<file path="config.mk">
export PLATFORM = sky130hd
export DESIGN_NAME = mcwd_slot_ram
export DESIGN_NICKNAME = d
export VERILOG_FILES = /design/src/sv/mcwd_pkg.sv /design/src/sv/mcwd_slot_ram.sv
export SDC_FILE = /design/constraint.sdc
export NUM_CORES = 2
export LEC_CHECK = 0
export BUFFER_PORTS_ARGS = -buffer_cell sky130_fd_sc_hd__buf_2
export CORE_AREA = 2 2 952 480
export CTS_BUF_LIST = sky130_fd_sc_hd__clkbuf_16
export CTS_CLUSTER_SIZE = 16
export DETAILED_ROUTE_END_ITERATION = 10
export DIE_AREA = 0 0 954 482
export GPL_TIMING_DRIVEN = 1
export SLEW_MARGIN = 10
export SYNTH_ARGS = -nofsm -noshare
export SYNTH_HDL_FRONTEND = slang
export SYNTH_MEMORY_MAX_BITS = 65536
export SYNTH_SLANG_ARGS = --single-unit
</file>
<file path="constraint.sdc">
create_clock -name clk -period 13.9 [get_ports clk]
set_input_delay 3.475 -clock clk [delete_from_list [all_inputs] [get_ports clk]]
set_output_delay 3.475 -clock clk [all_outputs]
set_load 0.01 [all_outputs]
</file>
<file path="src/sv/mcwd_pkg.sv">
package mcwd_pkg;

  // Table size and time width
  localparam int SLOTS     = 128;
  localparam int TIME_BITS = 32;
  localparam int SLOT_W    = $clog2(SLOTS);
  localparam int CNT_W     = $clog2(SLOTS + 1);

  localparam logic [SLOT_W-1:0] SLOT_LAST = SLOT_W'(SLOTS - 1);

  // Configuration registers
  localparam int CFG_IDX_W = 2;
  localparam logic [CFG_IDX_W-1:0] REG_WARN_AGE   = 2'd0;
  localparam logic [CFG_IDX_W-1:0] REG_EXPIRE_AGE = 2'd1;
  localparam logic [15:0] WARN_AGE_RESET   = 16'd50;
  localparam logic [15:0] EXPIRE_AGE_RESET = 16'd60;

  // Byte that arms a magic close ('V')
  localparam logic [7:0] MAGIC_BYTE = 8'h56;

  typedef enum logic [1:0] {
    ACT_TICK    = 2'd0,
    ACT_CONNECT = 2'd1,
    ACT_DATA    = 2'd2,
    ACT_HANGUP  = 2'd3
  } action_t;

  typedef enum logic [1:0] {
    ST_OK         = 2'd0,
    ST_TABLE_FULL = 2'd1,
    ST_NOT_ACTIVE = 2'd2,
    ST_DISABLED   = 2'd3
  } status_t;

  typedef enum logic [1:0] {
    WS_NONE    = 2'd0,
    WS_WARNED  = 2'd1,
    WS_AVERTED = 2'd2
  } ws_t;

  typedef struct packed {
    action_t    action;
    logic [6:0] client_slot;
    logic [7:0] data_byte;
  } in_item_t;

  typedef struct packed {
    status_t    status;
    logic [6:0] granted_slot;
    logic       keepalive;
    logic [7:0] warnings_new;
    logic [7:0] averted_new;
    logic       expired;
    logic       updates_on;
    logic [7:0] active_clients;
  } out_item_t;

  typedef struct packed {
    logic [15:0] warn_age;
    logic [15:0] expire_age;
  } cfg_t;

  // One slot table entry
  typedef struct packed {
    logic [TIME_BITS-1:0] last_pet;
    ws_t                  warn;
    logic                 magic;
  } slot_rec_t;

  typedef struct packed {
    logic              en;
    logic [SLOT_W-1:0] addr;
    slot_rec_t         data;
  } ram_wr_t;

endpackage

</file>
<file path="src/sv/mcwd_slot_ram.sv">
module mcwd_slot_ram (
  input  logic                        clk,
  input  mcwd_pkg::ram_wr_t           wr,
  input  logic [mcwd_pkg::SLOT_W-1:0] rd_addr,
  output mcwd_pkg::slot_rec_t         rd_data
);

  mcwd_pkg::slot_rec_t mem [mcwd_pkg::SLOTS];

  // One write port, one registered read port
  always_ff @(posedge clk) begin
    if (wr.en) begin
      mem[wr.addr] <= wr.data;
    end
    rd_data <= mem[rd_addr];
  end

endmodule

</file>
After elaboration in Yosys (flattened, before gate mapping)
Memory sizes are Yosys's and may differ from the RTL's. A register that Yosys moved wholly into a read port is not among the register bits. Index checks and enable logic that the tools add are counted.

Memories kept: 1. Input port bits: 51. Register bits after elaboration: 0. Output and inout bits: 35. Memory bits (writable): 4480.

Memory list: mem (words 128, bits a word 35, rd ports 1, clocked after Yosys merged registers in 1, wr ports 1, line mcwd_slot_ram.sv:8) `mcwd_pkg::slot_rec_t mem [mcwd_pkg::SLOTS];`.

Muxes and demuxes: 2.

Operator list (number): $mux 1 (2).

Logic depth before layout (Yosys ltp)
Word-level depth: 2. Depth in mapped cells: 8. Gate-level depth less buffers: 4.

Worst setup path before layout
No wires, ideal clock.

Kind: input to register. Start: input port wr[42] (netlist name). End: memory mem[98][0] (netlist name) (enable). Path buffers: 1. Cell stages on the path: 3. Arrival time: 6.454 ns. Setup slack: 6.976 ns. Path through: clkbuf_1 > nand4_1 > nor3_1.

Word-level cells in the longest chain between the ends: 2.

RTL lines: start, declared (line mcwd_slot_ram.sv:3) `input mcwd_pkg::ram_wr_t wr,`; $mux 1 (line mcwd_slot_ram.sv:12) `if (wr.en) begin`; $mux 1 (implied by the code) (line mcwd_slot_ram.sv:13) `mem[wr.addr] <= wr.data;`; end, declared (line mcwd_slot_ram.sv:8).

Every way passes these cells.

==> flow_metrics.py <==
metrics = {
    "min_path": {
        "hold_path_startpoint": "mem[12][17]",
        "hold-path-endpoint": "rd_data[17]",
        "hold_class": "reg2reg",
        "hold_depth": 4,
    },
    "sta": {
        "finalCriticalPeriod_ps": 7140,
        "setup_tns_ps": 0,
        "final_count_of_negative_setup_slack_endpoints": 0,
        "max_freq_ghz": 0.140,
        "period_share": 0.513,
        "slew_violations": 0,
        "max_slew_margin": 0.0469,
        "finClkSkew_ps": 61.4,
        "final-hold-violation-count": 0,
        "worst-slew-pin-transition_ps": 1430,
        "grt_setup_unrepaired": "false",
    },
    "detailed_routing": {
        "drc": 0,
        "antenna_violating_nets_left": 0,
        "postRouteWirelength_um": 493000,
        "vias": 78899,
        "drt-pass1-iter-count": 5,
        "avgViaCountPerCell": 5.97,
        "drtIter0Drc": 13599,
        "wl_per_cell_um": 37.3,
    },
    "power": {
        "cellLeakagePower_nw": 58.0,
        "powerDensity_nw_per_um2": 142,
        "ir_worst_vdd_v": 0.000103,
    },
    "critical_path": {
        "path_cells": "buf_12, buf_12, buf_4, mux4_2, mux4_2, mux4_2, mux2_2",
        "path_max_fanout": 80,
        "cp_num_buf_inv": 3,
        "startpoint_type": "primary input",
        "required_time_at_the_worst_slack_endpoint_ps": 14720,
        "max_stage_delay_ps": 850,
        "critical_path_arrival_ps": 7960,
        "rrSetupSlack_ps": 11130,
        "setup.worst_path.class": "in2reg",
        "slowest_stage": "buf_4",
        "reg2regPathDepth": 4,
        "worst_path_most_repeated_cell": "mux4_2",
        "worstReg2RegEnd": "rd_data[5]",
        "regToRegStartpoint": "mem[117][5]",
        "cp_top_family": "multiplexers",
        "critPathCaptureType": "register",
    },
    "clocking": {
        "cts_setup_buffers": 0,
        "tritoncts.num_buffers": 372,
        "clock_tree.htree_level_count": 5,
        "post_cts_hold_buffer_count": 0,
        "cell_chosen_for_the_clock_root": "clkbuf_16",
        "source_to_sink_clock_delay_at_the_later_pin_of_the_worst_skew_pair_ps": 960,
        "ctsResizeCount": 0,
        "clock_sink_count": 4515,
        "cts_max_path_buffers": 4,
        "clk_transition_reported_paths_ps": 70,
        "clock_tree_from_tritoncts": "built",
    },
    "global_route": {
        "first_pass_grt_wire_length_um": 665000,
        "grt.total_usage": 0.211,
        "first_global_vias": 76604,
        "pin_count_of_the_biggest_net_entering_global_routing": 146,
        "remaining_global_route_overflow": 0,
        "grt_antenna_before_repair": 133,
    },
    "final_layout": {
        "fin_nets": 6923,
        "drive_gt1_frac": 0.344,
        "n_fill_cell": 37801,
        "signed_area_change_from_the_synthesized_netlist_to_the_final_layout_pct": 12.6,
        "post-route-util": 0.426,
        "layoutNonFillerInstCount": 13220,
        "area.sequential_um2": 135000,
        "multiInputGateArea_um2": 35200,
    },
    "placement": {
        "place.gp.congestion": 0.797,
        "placed_cells": 12515,
        "port_buffers": 85,
        "detailedPlacementHpwl_um": 272000,
    },
    "run_status": {
        "run_status": "finished clean",
    },
    "floorplan": {
        "pin_count": 86,
        "design.die.area_um2": 460000,
        "chipWidth_um": 954,
        "die-height_um": 482,
        "standard_cell_core_area_um2": 452000,
        "start_util": 0.378,
        "std_cell_rows": 175,
    },
    "synth": {
        "seq_cells_post_synth": 4515,
        "synth.area.top_cells": "edfxtp_1 79%, mux4_2 19%, clkbuf_1 0.46%, dfxtp_1 0.41%, nor2_1 0.27%",
        "synth_area_um2": 171000,
        "yosys.area.top_type_share": 0.787,
        "yosysWarnings": 0,
        "mappedNetlistNets": 6586,
        "syn-mean-instance-area_um2": 26.1,
        "syn-instance-count": 6535,
        "synth_largest_area_cell": "edfxtp_1",
        "synth-seq-area-share": 0.792,
        "yosys.cell_types.count": 16,
    },
    "job": {
        "cap_violations": 0,
    },
}
==> placed cells by master, fill, tap and decap left out <==
cell,synthesis,routed
mux2_2,35,35
nand4_1,3,3
inv_16,0,3
dfxtp_1,35,35
clkbuf_16,0,378
inv_1,0,87
bufinv_16,0,37
nand3_1,12,8
edfxtp_1,4480,4480
buf_8,0,3
diode_2,0,31
buf_6,1,1
nor2_4,0,119
buf_16,0,1
clkinv_8,0,4
nor2_1,122,2
nand2_1,14,11
clkinv_1,0,68
buf_2,87,44
clkinv_4,0,1
buf_12,0,18
clkinvlp_4,0,9
clkinv_2,0,76
inv_6,0,10
nor2_2,0,1
nand3_2,0,4
mux4_2,1470,1470
or3_1,1,1
buf_4,0,241
nor2b_1,7,7
nor3_2,0,9
nand2b_1,2,2
nand2_2,0,3
==> cell families (layout without fill, tap and decap cells) <==
logic type	after synthesis	after routing	synth area share
simple gates	170	170	0.00408
buf+inv	345	981	0.00826
other cells	0	31	0
mux	1505	1505	0.196
flops	4515	4515	0.792
==> where the power goes <==
part	total, mW	internal (mW)	switching [mW]
clock	10.6	5.64	4.91
combinational	1.59	0.539	1.05
sequential	15.1	15.0	0.0610
==> cells in the mapped netlist <==
cell and number:
nor2_1 122, mux4_2 1470, mux2_2 35, nand3_1 12, dfxtp_1 35, or3_1 1, buf_1 47, buf_6 1
buf_2 87, edfxtp_1 4480, nor3_1 9, nor2b_1 7, nand2_1 14, clkbuf_1 210, nand2b_1 2, nand4_1 3
==> final cells by class <==
class | count | area share
well taps | 6018 | 0.0392
multi-input cells | 1675 | 0.183
diodes | 31 | 0.000403
clock inverters | 295 | 0.0123
flip-flops and latches | 4515 | 0.703
clock buffers | 378 | 0.0492
repair buffers | 308 | 0.0129
==> worst reg2reg max path, cell delays in order, from the launching register on <==
cell and delay (ps):
edfxtp_1 370, mux4_2 490, mux4_2 760, mux4_2 710, mux2_2 330
==> layer usage <==
metal	up-vias	wire length, µm	global-route usage
met1	43594	204000	0.319
met3	673	79600	0.0987
met2	5033	201000	0.285
met4	132	7360	0.0298
met5	-	936	0
li1	29467	-	-
==> registers in the layout, summed over array words and instances, names as in the netlist <==
register	flops
mem	4480
rd_data	35
==> metrics by stage <==
| stage | power, mW | hold WS (ps) | instance area [µm²] | worst slack, ps |
|---|---|---|---|---|
| 5_1_grt | 27.9 | 1190 | 192000 | 6480 |
| 3_5_place_dp | 17.0 | 1120 | 180000 | 5700 |
| 3_3_place_gp | 16.9 | 1100 | 180000 | 5760 |
| 4_1_cts | 27.3 | 1140 | 192000 | 6720 |
| 2_1_floorplan | 16.1 | 1070 | 171000 | 6980 |
| 6_report | 27.2 | 1140 | 192000 | 6760 |
==> worst max-delay path by stage <==
stage	startpoint	end	slack, ps	depth (start not counted)
6_report	rd_addr[0]	rd_data[20]	6760	7
5_1_grt	rd_addr[0]	rd_data[20]	6480	7
4_1_cts	rd_addr[0]	rd_data[0]	6720	7
3_5_place_dp	rd_addr[0]	rd_data[0]	5700	7
3_3_place_gp	rd_addr[0]	rd_data[0]	5760	7
2_1_floorplan	wr[42]	mem[98][0]	6980	3
Power figures use the tool's default switching activity.
