[config.mk]
export PLATFORM = sky130hd
export DESIGN_NAME = mcwd_ctrl
export DESIGN_NICKNAME = d
export VERILOG_FILES = /design/src/sv/mcwd_pkg.sv /design/src/sv/mcwd_ctrl.sv
export SDC_FILE = /design/constraint.sdc
export NUM_CORES = 1
export LEC_CHECK = 0
export BUFFER_PORTS_ARGS = -buffer_cell sky130_fd_sc_hd__buf_2
export CELL_PAD_IN_SITES_DETAIL_PLACEMENT = 1
export CELL_PAD_IN_SITES_GLOBAL_PLACEMENT = 1
export CORE_UTILIZATION = 40
export DETAILED_ROUTE_END_ITERATION = 12
export GPL_TIMING_DRIVEN = 0
export PLACE_DENSITY = 0.74
export SYNTH_ARGS = -nofsm -noshare
export SYNTH_HDL_FRONTEND = slang
export SYNTH_SLANG_ARGS = --single-unit
[constraint.sdc]
create_clock -name clk -period 5.3 [get_ports clk]
set_clock_uncertainty 0.15 [all_clocks]
set_input_delay 0 -clock clk [delete_from_list [all_inputs] [get_ports clk]]
set_output_delay 0 -clock clk [all_outputs]
set_load 0.01 [all_outputs]
[src/sv/mcwd_pkg.sv]
package mcwd_pkg;

  // Table size and time width
  localparam int SLOTS     = 128;
  localparam int TIME_BITS = 32;
  localparam int SLOT_W    = $clog2(SLOTS);
  localparam int CNT_W     = $clog2(SLOTS + 1);

  localparam logic [SLOT_W-1:0] SLOT_LAST = SLOT_W'(SLOTS - 1);

  // Configuration registers
  localparam int CFG_IDX_W = 2;
  localparam logic [CFG_IDX_W-1:0] REG_WARN_AGE   = 2'd0;
  localparam logic [CFG_IDX_W-1:0] REG_EXPIRE_AGE = 2'd1;
  localparam logic [15:0] WARN_AGE_RESET   = 16'd50;
  localparam logic [15:0] EXPIRE_AGE_RESET = 16'd60;

  // Byte that arms a magic close ('V')
  localparam logic [7:0] MAGIC_BYTE = 8'h56;

  typedef enum logic [1:0] {
    ACT_TICK    = 2'd0,
    ACT_CONNECT = 2'd1,
    ACT_DATA    = 2'd2,
    ACT_HANGUP  = 2'd3
  } action_t;

  typedef enum logic [1:0] {
    ST_OK         = 2'd0,
    ST_TABLE_FULL = 2'd1,
    ST_NOT_ACTIVE = 2'd2,
    ST_DISABLED   = 2'd3
  } status_t;

  typedef enum logic [1:0] {
    WS_NONE    = 2'd0,
    WS_WARNED  = 2'd1,
    WS_AVERTED = 2'd2
  } ws_t;

  typedef struct packed {
    action_t    action;
    logic [6:0] client_slot;
    logic [7:0] data_byte;
  } in_item_t;

  typedef struct packed {
    status_t    status;
    logic [6:0] granted_slot;
    logic       keepalive;
    logic [7:0] warnings_new;
    logic [7:0] averted_new;
    logic       expired;
    logic       updates_on;
    logic [7:0] active_clients;
  } out_item_t;

  typedef struct packed {
    logic [15:0] warn_age;
    logic [15:0] expire_age;
  } cfg_t;

  // One slot table entry
  typedef struct packed {
    logic [TIME_BITS-1:0] last_pet;
    ws_t                  warn;
    logic                 magic;
  } slot_rec_t;

  typedef struct packed {
    logic              en;
    logic [SLOT_W-1:0] addr;
    slot_rec_t         data;
  } ram_wr_t;

endpackage

[src/sv/mcwd_ctrl.sv]
module mcwd_ctrl (
  input  logic                        clk,
  input  logic                        rst,
  input  mcwd_pkg::cfg_t              cfg,
  input  logic                        in_valid,
  output logic                        in_ready,
  input  mcwd_pkg::in_item_t          in_data,
  output logic                        out_valid,
  input  logic                        out_ready,
  output mcwd_pkg::out_item_t         out_data,
  output mcwd_pkg::ram_wr_t           wr,
  output logic [mcwd_pkg::SLOT_W-1:0] rd_addr,
  input  mcwd_pkg::slot_rec_t         rd_data
);

  typedef enum logic [2:0] {
    S_IDLE,
    S_TICK_WALK,
    S_TICK_DRAIN,
    S_CONN_SCAN,
    S_CLI_EVAL,
    S_RESP
  } state_t;

  state_t                           state;
  mcwd_pkg::in_item_t               item;
  mcwd_pkg::out_item_t              res;
  logic [mcwd_pkg::SLOT_W-1:0]      idx;
  logic                             p_v;
  logic [mcwd_pkg::SLOT_W-1:0]      p_idx;
  logic [mcwd_pkg::TIME_BITS-1:0]   now;
  logic                             upd;
  logic [mcwd_pkg::SLOTS-1:0]       in_use;
  logic [mcwd_pkg::CNT_W-1:0]       count;
  logic [mcwd_pkg::CNT_W-1:0]       warns;
  logic [mcwd_pkg::CNT_W-1:0]       averts;
  logic                             exp_seen;

  logic [mcwd_pkg::SLOT_W-1:0]      in_idx;
  logic [mcwd_pkg::SLOT_W-1:0]      item_idx;
  logic                             in_slot_ok;
  logic [mcwd_pkg::TIME_BITS-1:0]   age;
  logic                             le_warn;
  logic                             active;
  logic                             avert;
  logic                             warn_new;
  logic                             exp_hit;
  mcwd_pkg::ws_t                    ws1;
  mcwd_pkg::ws_t                    ws2;
  logic [mcwd_pkg::CNT_W-1:0]       warns_next;
  logic [mcwd_pkg::CNT_W-1:0]       averts_next;
  logic                             upd_next;
  logic                             exp_next;
  logic [mcwd_pkg::CNT_W-1:0]       count_dec;

  assign in_ready   = (state == S_IDLE);
  assign in_idx     = mcwd_pkg::SLOT_W'(in_data.client_slot);
  assign item_idx   = mcwd_pkg::SLOT_W'(item.client_slot);
  assign in_slot_ok = (int'(in_data.client_slot) < mcwd_pkg::SLOTS) && in_use[in_idx];
  assign count_dec  = (count != '0) ? count - 1'b1 : count;

  // Read address: requested slot while idle, walk index otherwise
  assign rd_addr = (state == S_IDLE) ? in_idx : idx;

  // Shared age unit: one subtract and two compares per slot
  always_comb begin
    age      = now - rd_data.last_pet;
    le_warn  = (age <= mcwd_pkg::TIME_BITS'(cfg.warn_age));
    active   = p_v && in_use[p_idx];
    avert    = active && (rd_data.warn == mcwd_pkg::WS_WARNED) && le_warn;
    ws1      = avert ? mcwd_pkg::WS_AVERTED : rd_data.warn;
    warn_new = active && (ws1 != mcwd_pkg::WS_WARNED) && !le_warn;
    ws2      = warn_new ? mcwd_pkg::WS_WARNED : ws1;
    exp_hit  = active && (age > mcwd_pkg::TIME_BITS'(cfg.expire_age));
    warns_next  = warns + mcwd_pkg::CNT_W'(warn_new);
    averts_next = averts + mcwd_pkg::CNT_W'(avert);
    upd_next    = upd && !exp_hit;
    exp_next    = exp_seen || exp_hit;
  end

  // Table write port
  always_comb begin
    wr = '0;
    unique case (state)
      S_TICK_WALK, S_TICK_DRAIN: begin
        wr.en            = active;
        wr.addr          = p_idx;
        wr.data.last_pet = rd_data.last_pet;
        wr.data.warn     = ws2;
        wr.data.magic    = rd_data.magic;
      end
      S_CONN_SCAN: begin
        wr.en            = !in_use[idx];
        wr.addr          = idx;
        wr.data.last_pet = now;
        wr.data.warn     = mcwd_pkg::WS_NONE;
        wr.data.magic    = 1'b0;
      end
      S_CLI_EVAL: begin
        wr.addr      = item_idx;
        wr.data.warn = rd_data.warn;
        if (item.action == mcwd_pkg::ACT_DATA) begin
          wr.en            = 1'b1;
          wr.data.last_pet = now;
          wr.data.magic    = (item.data_byte == mcwd_pkg::MAGIC_BYTE);
        end else begin
          wr.en            = rd_data.magic;
          wr.data.last_pet = '0;
          wr.data.magic    = 1'b0;
        end
      end
      default: wr = '0;
    endcase
  end

  // Sequencer
  always_ff @(posedge clk) begin
    if (rst) begin
      state     <= S_IDLE;
      out_valid <= 1'b0;
      now       <= '0;
      upd       <= 1'b1;
      in_use    <= '0;
      count     <= '0;
      p_v       <= 1'b0;
    end else begin
      if (out_valid && out_ready) begin
        out_valid <= 1'b0;
      end
      unique case (state)
        S_IDLE: begin
          if (in_valid) begin
            item                <= in_data;
            idx                 <= '0;
            p_v                 <= 1'b0;
            warns               <= '0;
            averts              <= '0;
            exp_seen            <= 1'b0;
            res                 <= '0;
            res.updates_on      <= upd;
            res.active_clients  <= 8'(count);
            if (in_data.action == mcwd_pkg::ACT_TICK) begin
              now <= now + 1'b1;
              if (upd) begin
                state <= S_TICK_WALK;
              end else begin
                res.status <= mcwd_pkg::ST_DISABLED;
                state      <= S_RESP;
              end
            end else if (!upd) begin
              res.status <= mcwd_pkg::ST_DISABLED;
              state      <= S_RESP;
            end else if (in_data.action == mcwd_pkg::ACT_CONNECT) begin
              state <= S_CONN_SCAN;
            end else if (!in_slot_ok) begin
              res.status <= mcwd_pkg::ST_NOT_ACTIVE;
              state      <= S_RESP;
            end else begin
              state <= S_CLI_EVAL;
            end
          end
        end
        S_TICK_WALK: begin
          p_v      <= 1'b1;
          p_idx    <= idx;
          warns    <= warns_next;
          averts   <= averts_next;
          upd      <= upd_next;
          exp_seen <= exp_next;
          if (idx == mcwd_pkg::SLOT_LAST) begin
            state <= S_TICK_DRAIN;
          end else begin
            idx <= idx + 1'b1;
          end
        end
        S_TICK_DRAIN: begin
          p_v                <= 1'b0;
          upd                <= upd_next;
          res.status         <= upd_next ? mcwd_pkg::ST_OK : mcwd_pkg::ST_DISABLED;
          res.keepalive      <= upd_next;
          res.warnings_new   <= 8'(warns_next);
          res.averted_new    <= 8'(averts_next);
          res.expired        <= exp_next;
          res.updates_on     <= upd_next;
          state              <= S_RESP;
        end
        S_CONN_SCAN: begin
          if (!in_use[idx]) begin
            in_use[idx]        <= 1'b1;
            count              <= count + 1'b1;
            res.status         <= mcwd_pkg::ST_OK;
            res.granted_slot   <= 7'(idx);
            res.active_clients <= 8'(count + 1'b1);
            state              <= S_RESP;
          end else if (idx == mcwd_pkg::SLOT_LAST) begin
            res.status <= mcwd_pkg::ST_TABLE_FULL;
            state      <= S_RESP;
          end else begin
            idx <= idx + 1'b1;
          end
        end
        S_CLI_EVAL: begin
          if (item.action == mcwd_pkg::ACT_HANGUP) begin
            if (rd_data.magic) begin
              in_use[item_idx]   <= 1'b0;
              count              <= count_dec;
              res.active_clients <= 8'(count_dec);
            end else begin
              upd            <= 1'b0;
              res.status     <= mcwd_pkg::ST_DISABLED;
              res.updates_on <= 1'b0;
            end
          end
          state <= S_RESP;
        end
        S_RESP: begin
          if (!out_valid || out_ready) begin
            out_data  <= res;
            out_valid <= 1'b1;
            state     <= S_IDLE;
          end
        end
        default: state <= S_IDLE;
      endcase
    end
  end

endmodule

; Word-level counts from Yosys, hierarchy flattened
; Index checks and enable logic that the tools add are counted.
[classes]
addsub = 7
order_cmp = 8
n_eq_ne = 21
n_mux = 71
n_bitwise = 4
n_reduce_logical = 46
[op_table]
columns = op, n
row1 = two-way mux 128 bit, 3
row2 = case mux 128 bit (2 select lines), 1
row3 = case mux 43 bit (3 select lines), 1
row4 = AND 128 bit, 1
row5 = inverter 128 bit, 1
row6 = bitwise OR 128 bit, 1
row7 = case mux 8 bit (2 select lines), 3
row8 = two-way mux 8 bit, 5
row9 = two-way mux 36 bit, 1
row10 = case mux 18 bit (2 select lines), 1
row11 = two-way mux 7 bit, 5
row12 = "adder 32 x 1 -> 32 bit, second input constant", 1
row13 = greater-than comparator 32 x 16 -> 1 bit, 1
row14 = <= comparator 32 x 16 -> 1 bit, 1
row15 = "less-than comparator 7 x 8 -> 1 bit, second input constant", 4
row16 = two-way mux 32 bit, 1
row17 = subtractor 32 bit, 1
row18 = two-way mux 3 bit, 9
row19 = two-way mux 2 bit, 12
row20 = case mux 8 bit (3 select lines), 1
row21 = binary-select mux 1 bit (select 7 bit), 3
row22 = case mux 7 bit (3 select lines), 1
row23 = AND reduction 3 bit, 6
row24 = adder 8 x 1 -> 8 bit, 2
row25 = 37 further kinds, 91
[totals]
reg_bits = 294
input_bits = 88
wordCells = 188

; Longest topological paths before layout
; Gate-level depths: netlist (run 1).
[depth]
word_depth = 11
ltp_mapped = 24
ltp_nobuf = 24

; Worst setup path before layout (run 1)
; OpenSTA, ideal clock, no wires.
[synth_path]
path_type = flip-flop to flip-flop
startpoint = register now[6] (netlist bit)
endpoint = register averts[7] (netlist bit), data pin
t_arrival_ps = 4637
required_ps = 4890
setup_slack_ps = 254
stages_incl_launch_ff = 22
n_path_buf = 1
path_cell_list = dfxtp_1 > ha_1 > clkbuf_1 > a21o_1 > or2_2 > o211ai_1 > a21boi_0 > nor2_1 > xnor2_1 > ha_1 > nand4_1 > or2_2 > o32a_1 > nor4_1 > nand4_1 > nor4_1 > ha_1 > and3_1 > nand3_1 > or2_2 > xor2_1 > nor2_1
[synth_via]
elab_chain_len = 5
[synth_lines]
columns = element, line_no
row1 = start: declaration, mcwd_ctrl.sv:31  ; logic [mcwd_pkg::TIME_BITS-1:0] now;
row2 = start signal: assignment, mcwd_ctrl.sv:143  ; now <= now + 1'b1;
row3 = subtractor 32 bit, mcwd_ctrl.sv:67  ; age = now - rd_data.last_pet;
row4 = <= comparator 32 x 16 -> 1 bit, mcwd_ctrl.sv:68  ; le_warn = (age <= mcwd_pkg::TIME_BITS'(cfg.warn_age));
row5 = logical AND 1 bit, mcwd_ctrl.sv:70  ; avert = active && (rd_data.warn == mcwd_pkg::WS_WARNED) && le_warn;
row6 = adder 8 x 1 -> 8 bit, mcwd_ctrl.sv:76  ; averts_next = averts + mcwd_pkg::CNT_W'(avert);
row7 = case mux 8 bit (2 select lines), mcwd_ctrl.sv:130  ; unique case (state)
row8 = end signal: assignment, mcwd_ctrl.sv:167  ; averts <= averts_next;
row9 = end: declaration, mcwd_ctrl.sv:36  ; logic [mcwd_pkg::CNT_W-1:0] averts;
; Every way passes these cells.
; A chain may end at the register's enable or synchronous reset.

; Worst setup path in the final report (run 1)
[layout_path]
startpoint = register now[0] (netlist bit)
endpoint = register averts[6] (netlist bit), data pin
; The elaborated chain is that of the path after synthesis.

==> results.tsv, run 1 <==
stage	metric	value	unit
sta	number of pins exceeding their max-slew limit in the final report	0	
place	number of input and output port buffers inserted	175	
synthesis	largest cells by area after synthesis	sky130_fd_sc_hd__edfxtp_1 19%, sky130_fd_sc_hd__dfxtp_1 19%, sky130_fd_sc_hd__mux4_2 12%, sky130_fd_sc_hd__o21ai_0 6.1%, sky130_fd_sc_hd__ha_1 4.8%	
cts	maximum buffer depth of the clock tree	3	
floorplan	initial core utilization	40.7	%
finish	area of combinational cells with multiple inputs	11000	um^2
finish	Final #Nets	2380	
worst_hold_path	hold endpoint	item[1]$_DFFE_PP_	
sta	total setup violations reported at the end of the flow	0	
power_and_ir_drop	Pwr per Cell Area	305	nW/um^2
floorplan	vertical extent of the die	218	um
finish	fillers	5260	
sta	post-layout worst setup margin	0.0358	ns
route	WL final	73400	um
route	vias after detailed routing	17747	
setup_path	category of the critical setup timing path	flip-flop to flip-flop	
power_and_ir_drop	sum of internal, switching and leakage power	6790	uW
setup_path	endpoint of the most critical register-to-register path	averts[6]$_SDFFCE_PN0P_	
finish	area growth from synthesis to layout	19.4	%
synthesis	mux share of post-synthesis cell area	13.5	%
global_routing	remaining global-route overflow	0	
cts	clock tree sinks	294	
floorplan	number of cell rows	78	
synthesis	Avg Cell Area, Syn	9.51	um^2
worst_hold_path	Worst Hold Depth	2	
place	DP HPWL	53300	um
setup_path	signal arrival time at the worst endpoint	5.40	ns
sta	max-slew headroom at the worst pin	19.3	%
synthesis	Yosys top cell by area	sky130_fd_sc_hd__edfxtp_1	
synthesis	complex-gate fraction of the synthesized area	18.5	%
setup_path	slowest stage cell, crit path	sky130_fd_sc_hd__o32a_4	
synthesis	top cell type's share of synthesized area	19.4	%
floorplan	core area	45700	um^2
global_routing	antenna violations before repair	0	
power_and_ir_drop	Max IR drop VDD	0.000231	V
synthesis	post-synthesis net count	2118	
place	number of cells after detailed placement	2736	
synthesis	cell count after synthesis	1957	
route	wire length per cell	25.8	um
setup_path	Req. time, crit path	5.43	ns
synthesis	most numerous cell types in the synthesized netlist	227 x sky130_fd_sc_hd__o21ai_0, 174 x sky130_fd_sc_hd__dfxtp_1, 144 x sky130_fd_sc_hd__nor2b_1	
setup_path	Max Fanout on Critical Path	4	
place	cell area after placement	20300	um^2
route	antenna-violating nets left	0	
sta	Hold Violations, Final	0	
global_routing	largest net degree at the start of global routing	18	
synthesis	combinational family with the most area after synthesis	compound AO/OA/AOI/OAI gates	
synthesis	cell with the most instances after synthesis	sky130_fd_sc_hd__o21ai_0	
floorplan	overall die width	218	um
cts	number of CTS-inserted buffers	35	
sta	post-route clock period utilization	99.3	%
setup_path	cell family with the largest share of critical-path delay	simple AND/OR/NAND/NOR gates	
place	weighted congestion at the end of routability-driven global placement	0.978	
route	Pre-antenna DRT Iters	6	
cts	CTS H-tree lvls	2	
finish	final std cells w/o fill	2843	
floorplan	area enclosed by the die boundary	47400	um^2
finish	Finished Cell Area	22200	um^2
finish	sequential cell area	7110	um^2
sta	FMAX	190	MHz
synthesis	parity-gate share of the synthesized area counting xor and xnor cells	3.15	%
worst_hold_path	Worst Hold Class	input pin to flip-flop	
synthesis	number of synthesized flops with an enable pin	120	
setup_path	startpoint types	flip-flop	
setup_path	sum of buffers and inverters on the critical path	3	
worst_hold_path	Hold Startpoint	in_data[1]	
place	worst slack after detailed placement	-1.41	ns
setup_path	timing startpoint of the critical path	now[0]$_SDFFE_PP0P_	
setup_path	largest incremental delay on the critical path	0.40	ns
sta	worst hold slack across all endpoints	0.0165	ns
synthesis	Synth Area in Adders	4.95	%
global_routing	global-route total usage across every layer	30.6	%
setup_path	number of cells on the worst reg-to-reg path	24	
synthesis	mapped cell area	18600	um^2
sta	Tightest Pin Transition	1.21	ns
finish	share of final-layout standard cells stronger than drive strength 1	20.9	%
synthesis	simple-gate share of the synthesized area	17.3	%
route	number of remaining DRC errors	0	
setup_path	series of cell instances along the critical path	inv_2 > ha_4 > fa_2 > nor2b_4 > o2111ai_4 > nand2_2 > a31oi_4 > o21bai_1 > xor2_1 > ha_1 > nand4_1 > or2_4 > o32a_4 > nor4_4 > nand4_1 > buf_4 > nor4_4 > ha_2 > buf_6 > ha_4 > and3_4 > nand3_2 > xor2_2 > nor2_1	
cts	CTS Root Cell	sky130_fd_sc_hd__clkbuf_16	
setup_path	slack of the worst reg-to-reg path	0.04	ns
sta	setup repair after global routing missed its margin	true	
synthesis	portion of the post-synthesis area used by sequential elements	38.1	%
cts	Clock Latency Late Sink	0.56	ns
setup_path	R2R Path Start	now[0]$_SDFFE_PP0P_	
global_routing	number of global-route vias before repair	18216	
synthesis	number of distinct library cell variants in the gate-level netlist after synthesis	81	
floorplan	number of top-level pins	176	
power_and_ir_drop	Pleak	0.00844	uW
run	number of max-cap violations	0	
route	DRT iter0 DRCs	1459	
cts	clock transition time at the flip-flop clock pins of the worst setup and hold paths	0.06	ns
setup_path	kind of capture point of the worst setup path	flip-flop	
synthesis	Seq cells post-synth	294	
cts	TritonCTS clock tree	built	
route	average vias per placed instance	6.24	
synthesis	Top FF cell, synth	sky130_fd_sc_hd__dfxtp_1	
synthesis	share of synthesized flip-flops with an asynchronous set or reset	0	%
global_routing	global-route wire length before repair	110000	um
synthesis	Synthesis Warnings	0	
sta	time the final worst path needs with I/O delays and setup	5.26	ns
finish	antenna diode count	0	
run_status	outcome	completed	
==> cells in the final DEF, fill, tap and decap left out, types with 10 or more instances in the layout <==
cell type / Yosys / final
sky130_fd_sc_hd__o21ai_0: 227 / 225
sky130_fd_sc_hd__buf_2: 21 / 196
sky130_fd_sc_hd__dfxtp_1: 174 / 167
sky130_fd_sc_hd__nor2b_1: 144 / 143
sky130_fd_sc_hd__nor2_1: 138 / 136
sky130_fd_sc_hd__edfxtp_1: 120 / 120
sky130_fd_sc_hd__nand2_1: 118 / 117
sky130_fd_sc_hd__mux4_2: 99 / 99
sky130_fd_sc_hd__inv_1: 90 / 89
sky130_fd_sc_hd__clkbuf_1: 83 / 88
sky130_fd_sc_hd__a21oi_1: 85 / 81
sky130_fd_sc_hd__o21ai_1: 78 / 79
sky130_fd_sc_hd__ha_1: 72 / 59
sky130_fd_sc_hd__nand3_1: 61 / 58
sky130_fd_sc_hd__a22o_1: 37 / 37
sky130_fd_sc_hd__clkbuf_16: 0 / 36
sky130_fd_sc_hd__xor2_1: 38 / 33
sky130_fd_sc_hd__xnor2_1: 29 / 27
sky130_fd_sc_hd__a221oi_1: 27 / 27
sky130_fd_sc_hd__nand4_1: 26 / 26
sky130_fd_sc_hd__and3_1: 28 / 25
sky130_fd_sc_hd__buf_4: 2 / 25
sky130_fd_sc_hd__dlygate4sd3_1: 0 / 25
sky130_fd_sc_hd__nor3_1: 20 / 20
sky130_fd_sc_hd__a21o_1: 17 / 17
sky130_fd_sc_hd__mux2_2: 16 / 16
sky130_fd_sc_hd__and2_1: 14 / 14
sky130_fd_sc_hd__o21a_1: 12 / 12
sky130_fd_sc_hd__buf_1: 11 / 11
sky130_fd_sc_hd__or3_1: 11 / 11
sky130_fd_sc_hd__mux2i_1: 10 / 10
==> kinds of logic after synthesis <==
group | after synthesis
AND/OR/NAND/NOR | 621
buffers and inverters | 209
AO/OA/AOI/OAI | 568
adder cells (fa/ha/maj) | 73
multiplexers | 125
XOR/XNOR | 67
flip-flops | 294
==> worst register-to-register path: stages (launching register included) <==
cell,delay [ns]
sky130_fd_sc_hd__dfxtp_4,0.38
sky130_fd_sc_hd__inv_2,0.05
sky130_fd_sc_hd__ha_4,0.16
sky130_fd_sc_hd__fa_2,0.39
sky130_fd_sc_hd__nor2b_4,0.17
sky130_fd_sc_hd__o2111ai_4,0.18
sky130_fd_sc_hd__nand2_2,0.14
sky130_fd_sc_hd__a31oi_4,0.09
sky130_fd_sc_hd__o21bai_1,0.18
sky130_fd_sc_hd__xor2_1,0.11
sky130_fd_sc_hd__ha_1,0.32
sky130_fd_sc_hd__nand4_1,0.16
sky130_fd_sc_hd__or2_4,0.31
sky130_fd_sc_hd__o32a_4,0.40
sky130_fd_sc_hd__nor4_4,0.15
sky130_fd_sc_hd__nand4_1,0.12
sky130_fd_sc_hd__buf_4,0.19
sky130_fd_sc_hd__nor4_4,0.30
sky130_fd_sc_hd__ha_2,0.29
sky130_fd_sc_hd__buf_6,0.12
sky130_fd_sc_hd__ha_4,0.12
sky130_fd_sc_hd__and3_4,0.19
sky130_fd_sc_hd__nand3_2,0.09
sky130_fd_sc_hd__xor2_2,0.17
sky130_fd_sc_hd__nor2_1,0.07
==> sequential cells by signal (all words and copies together) (netlist names), 3 cells and up <==
name	flops
averts	8
count	8
idx	7
in_use	128
item	10
item_idx	7
now	32
out_data	36
p_idx	7
res	36
state	3
warns	8
==> power by group <==
group	switching [uW]	internal [uW]
Clock	996	1460
Sequential	109	2530
Combinational	1140	559
==> final cells by class <==
| cell class | count | area share (%) |
|---|---|---|
| multi-input combinational | 1454 | 49.6 |
| sequential | 294 | 32.0 |
| timing repair buffer | 228 | 6.17 |
| clock buffer | 45 | 4.25 |
| tap | 600 | 3.38 |
| buffer | 115 | 2.13 |
| inverter | 91 | 1.54 |
| clock inverter | 16 | 0.901 |
==> routing by layer <==
| metal | track usage (%) | wire (um) |
|---|---|---|
| met1 | 38.1 | 29100 |
| met2 | 51.0 | 34600 |
| met3 | 6.36 | 6180 |
| met4 | 13.1 | 3460 |
| met5 | 0 | 0 |
==> repair_timing <==
action | 4_1_cts | 5_1_grt
gates resized for setup | 34 | 39
setup buffers | 12 | 12
hold buffers | 25 | 0
setup endpoints to repair | 40 | 25
hold endpoints to repair | 61 | 0
pin swaps | 14 | 18
==> stage by stage <==
stage               TNS (ns)  util, %
global placement      -26.00     44.3
global route           -1.74     48.6
finish                     0     48.6
detailed placement    -27.67     44.5
floorplan                  0        -
CTS                        0     48.0
==> worst max path at each step <==
| stage | depth (start not counted) | slack [ns] | to |
|---|---|---|---|
| after detailed placement | 21 | -1.41 | averts[7]$_SDFFCE_PN0P_ |
| final | 24 | 0.04 | averts[6]$_SDFFCE_PN0P_ |
| after global routing | 25 | -0.26 | res[16]$_SDFFCE_PN0P_ |
| after CTS | 24 | 0.01 | averts[6]$_SDFFCE_PN0P_ |
| after global placement | 21 | -1.22 | averts[7]$_SDFFCE_PN0P_ |
| after floorplan | 21 | 0.25 | averts[7]$_SDFFCE_PN0P_ |
Power figures use the tool's default switching activity.
==> run 2: changes to the inputs <==
--- a/config.mk
+++ b/config.mk
@@ -5,13 +5,15 @@
 export SDC_FILE = /design/constraint.sdc
 export NUM_CORES = 1
 export LEC_CHECK = 0
+export ABC_AREA = 1
 export BUFFER_PORTS_ARGS = -buffer_cell sky130_fd_sc_hd__buf_2
+export CAP_MARGIN = 20
 export CELL_PAD_IN_SITES_DETAIL_PLACEMENT = 1
 export CELL_PAD_IN_SITES_GLOBAL_PLACEMENT = 1
-export CORE_UTILIZATION = 40
+export CORE_UTILIZATION = 39
 export DETAILED_ROUTE_END_ITERATION = 12
 export GPL_TIMING_DRIVEN = 0
-export PLACE_DENSITY = 0.74
+export PLACE_DENSITY = 0.77
 export SYNTH_ARGS = -nofsm -noshare
 export SYNTH_HDL_FRONTEND = slang
 export SYNTH_SLANG_ARGS = --single-unit
==> run 2 against run 1 <==
  * Core utilization is 2.8 points lower
  * Clock power up 3%
  * Combinational power up 130%
  * Synthesized cell count is 84% higher
  * Die area grew 25%
  * Non-clock buffer count is 84 higher
  * Critical path depth decreased by 9
  * Fmax increased by 3.1%
  * Global-route usage is 8.2 points higher
  * Power rose by 37%
  * Via count up 58%
  * Final cell count is 63% higher
==> results.tsv, run 2 <==
stage	metric	value	unit
run_status	outcome	completed	
cts	Post-CTS Setup Repair Bufs	0	
setup_path	Req. time, crit path	5.35	ns
floorplan	overall die width	243	um
power_and_ir_drop	Pleak	0.0104	uW
sta	Tightest Pin Transition	1.34	ns
finish	area of combinational cells with multiple inputs	13300	um^2
place	cell area after placement	24600	um^2
power_and_ir_drop	Internal Dissipation	4980	uW
synthesis	Seq cells post-synth	294	
route	vias after detailed routing	27964	
synthesis	Yosys top cell by area	sky130_fd_sc_hd__edfxtp_1	
place	worst slack after detailed placement	0.449	ns
finish	registers with the most flip-flops	in_use x128, out_data x36, res x36	
power_and_ir_drop	net switching power	4320	uW
finish	fillers	7797	
global_routing	global-route wire length before repair	173000	um
cts	clock tree sinks	294	
synthesis	post-synthesis net count	3758	
cts	maximum buffer depth of the clock tree	3	
cts	clock transition time at the flip-flop clock pins of the worst setup and hold paths	0.06	ns
cts	CTS Root Cell	sky130_fd_sc_hd__clkbuf_16	
floorplan	initial core utilization	39.8	%
cts	hold buffers post-CTS	28	
worst_hold_path	Worst Hold Class	input pin to flip-flop	
place	number of input and output port buffers inserted	175	
finish	most common cell after layout, fill and taps aside	sky130_fd_sc_hd__nand2_1	
setup_path	slack of the worst reg-to-reg path	0.19	ns
place	weighted congestion at the end of routability-driven global placement	1.05	
setup_path	Max Fanout on Critical Path	10	
setup_path	kind of capture point of the worst setup path	flip-flop	
global_routing	antenna violations before repair	6	
route	Pre-antenna DRT Iters	8	
finish	share of final-layout standard cells stronger than drive strength 1	8.21	%
power_and_ir_drop	switching part of the total	46.5	%
synthesis	cell count after synthesis	3597	
sta	Hold Violations, Final	0	
sta	post-layout worst setup margin	0.195	ns
cts	TritonCTS clock tree	built	
sta	total setup violations reported at the end of the flow	0	
power_and_ir_drop	combinational share of power	42.2	%
route	number of remaining DRC errors	0	
cts	Clock Latency Late Sink	0.60	ns
synthesis	Avg Cell Area, Syn	6.29	um^2
synthesis	most numerous cell types in the synthesized netlist	943 x sky130_fd_sc_hd__nand2_1, 489 x sky130_fd_sc_hd__o21ai_0, 361 x sky130_fd_sc_hd__inv_1	
power_and_ir_drop	Max IR drop VDD	0.000266	V
setup_path	category of the critical setup timing path	flip-flop to flip-flop	
route	wire length per cell	25.3	um
synthesis	share of synthesized flip-flops with an asynchronous set or reset	0	%
run	number of max-cap violations	0	
finish	Largest register FFs	128	
cts	number of CTS-inserted buffers	35	
finish	register with the highest flop count	in_use	
cts	number of instances resized during post-cts repair	0	
synthesis	Top FF cell, synth	sky130_fd_sc_hd__dfxtp_1	
route	WL final	117000	um
sta	post-route clock period utilization	96.3	%
sta	time the final worst path needs with I/O delays and setup	5.11	ns
synthesis	mapped cell area	22600	um^2
cts	CTS H-tree lvls	2	
floorplan	number of top-level pins	176	
sta	number of pins exceeding their max-slew limit in the final report	0	
setup_path	startpoint types	flip-flop	
synthesis	portion of the post-synthesis area used by sequential elements	31.3	%
synthesis	largest cells by area after synthesis	sky130_fd_sc_hd__edfxtp_1 16%, sky130_fd_sc_hd__nand2_1 16%, sky130_fd_sc_hd__dfxtp_1 15%, sky130_fd_sc_hd__o21ai_0 11%, sky130_fd_sc_hd__a21oi_1 6.3%	
power_and_ir_drop	Pwr per Cell Area	357	nW/um^2
sta	FMAX	196	MHz
floorplan	core area	56800	um^2
floorplan	number of cell rows	87	
global_routing	global-route total usage across every layer	38.8	%
route	average vias per placed instance	6.04	
floorplan	area enclosed by the die boundary	59000	um^2
power_and_ir_drop	sequential group share of total power	30.5	%
synthesis	top cell type's share of synthesized area	15.9	%
finish	Final #Nets	4008	
floorplan	vertical extent of the die	243	um
finish	area growth from synthesis to layout	15.2	%
synthesis	number of synthesized flops with an enable pin	120	
global_routing	remaining global-route overflow	0	
route	DRT iter0 DRCs	3116	
route	antenna-violating nets left	0	
global_routing	number of global-route vias before repair	27487	
sta	setup repair after global routing missed its margin	false	
finish	top library cells by usage in the layout, fill and taps aside	943 x sky130_fd_sc_hd__nand2_1, 489 x sky130_fd_sc_hd__o21ai_0, 361 x sky130_fd_sc_hd__inv_1, 281 x sky130_fd_sc_hd__a21oi_1, 278 x sky130_fd_sc_hd__nor2_1	
setup_path	signal arrival time at the worst endpoint	5.15	ns
synthesis	number of distinct library cell variants in the gate-level netlist after synthesis	47	
finish	sequential cell area	7090	um^2
place	DP HPWL	85500	um
synthesis	Synthesis Warnings	0	
synthesis	cell with the most instances after synthesis	sky130_fd_sc_hd__nand2_1	
global_routing	largest net degree at the start of global routing	18	
sta	max-slew headroom at the worst pin	10.4	%
power_and_ir_drop	fraction of power consumed by the clock network	27.3	%
finish	antenna diode count	0	
finish	Finished Cell Area	26100	um^2
## run 2: final timing paths
check / endpoint / cells after the start / start
max: res[2]$_DFFE_PP_ / 15 / idx[2]$_SDFFCE_PN0P_
min: item[0]$_DFFE_PP_ / 2 / in_data[0]
max reg2reg: res[2]$_DFFE_PP_ / 15 / idx[2]$_SDFFCE_PN0P_
min reg2reg: out_data[11]$_DFFE_PP_ / 0 / res[11]$_SDFFCE_PN0P_
## run 2: area by class of cell
class | count | share of cell area, %
multi-input combinational | 2714 | 50.8
clock inverter | 15 | 0.667
timing repair buffer | 213 | 4.96
clock buffer | 49 | 3.87
sequential | 294 | 27.2
tap | 756 | 3.63
buffer | 214 | 3.46
inverter | 375 | 5.40
## run 2: metal layers
layer / GRT usage, % / part of all wire, % / vias up
met4: 20.3 / 5.8 / 4
li1: - / - / 12618
met3: 8.98 / 10 / 401
met2: 61.0 / 44 / 1543
met1: 49.3 / 40 / 13398
met5: 0 / 0.021 / -
## run 2: logic make-up (layout without fill, tap and decap cells)
| logic type | count (synthesis) | in the layout | synth area share [%] |
|---|---|---|---|
| DFF | 294 | 294 | 31.3 |
| adders and majority gates | 73 | 73 | 4.07 |
| and+or+nand+nor | 1727 | 1727 | 32.7 |
| buffers and inverters | 589 | 866 | 10.2 |
| AOI/OAI and AO/OA | 867 | 867 | 19.9 |
| xor gates and xnor gates | 47 | 47 | 1.82 |
## run 2: power by group through the flow
stage	registers (uW)	logic (uW)	clock network [uW]
6_report	2830	3930	2540
5_1_grt	2850	4060	2640
4_1_cts	2820	3730	2560
3_5_place_dp	2860	3690	0
3_3_place_gp	2860	3580	0
2_1_floorplan	2800	2010	0
## run 2: stage by stage
stage	util (%)	TNS (ns)	hold WS (ns)	instances	total power (uW)
after global placement	43.0	-14.29	0.0285	4528	6430
after floorplan	-	0	-0.0511	3597	4810
after global routing	45.9	0	0.00877	4630	9550
final	45.9	0	0.00639	4630	9300
after detailed placement	43.3	0	0.0291	4538	6550
after CTS	45.9	0	0.000427	4630	9100
## run 2: worst max-delay path, stage by stage (launching register included)
cell	delay [ns]
sky130_fd_sc_hd__edfxtp_1	0.54
sky130_fd_sc_hd__inv_2	0.14
sky130_fd_sc_hd__buf_2	0.27
sky130_fd_sc_hd__clkbuf_1	0.83
sky130_fd_sc_hd__a21oi_1	0.09
sky130_fd_sc_hd__o21ai_1	0.18
sky130_fd_sc_hd__nand2_1	0.08
sky130_fd_sc_hd__nor2_1	0.10
sky130_fd_sc_hd__nor2_1	0.04
sky130_fd_sc_hd__nor2_1	0.38
sky130_fd_sc_hd__nand2_2	0.18
sky130_fd_sc_hd__nand2_4	0.26
sky130_fd_sc_hd__buf_6	0.24
sky130_fd_sc_hd__buf_2	0.29
sky130_fd_sc_hd__o2111ai_1	0.15
sky130_fd_sc_hd__a21oi_1	0.78
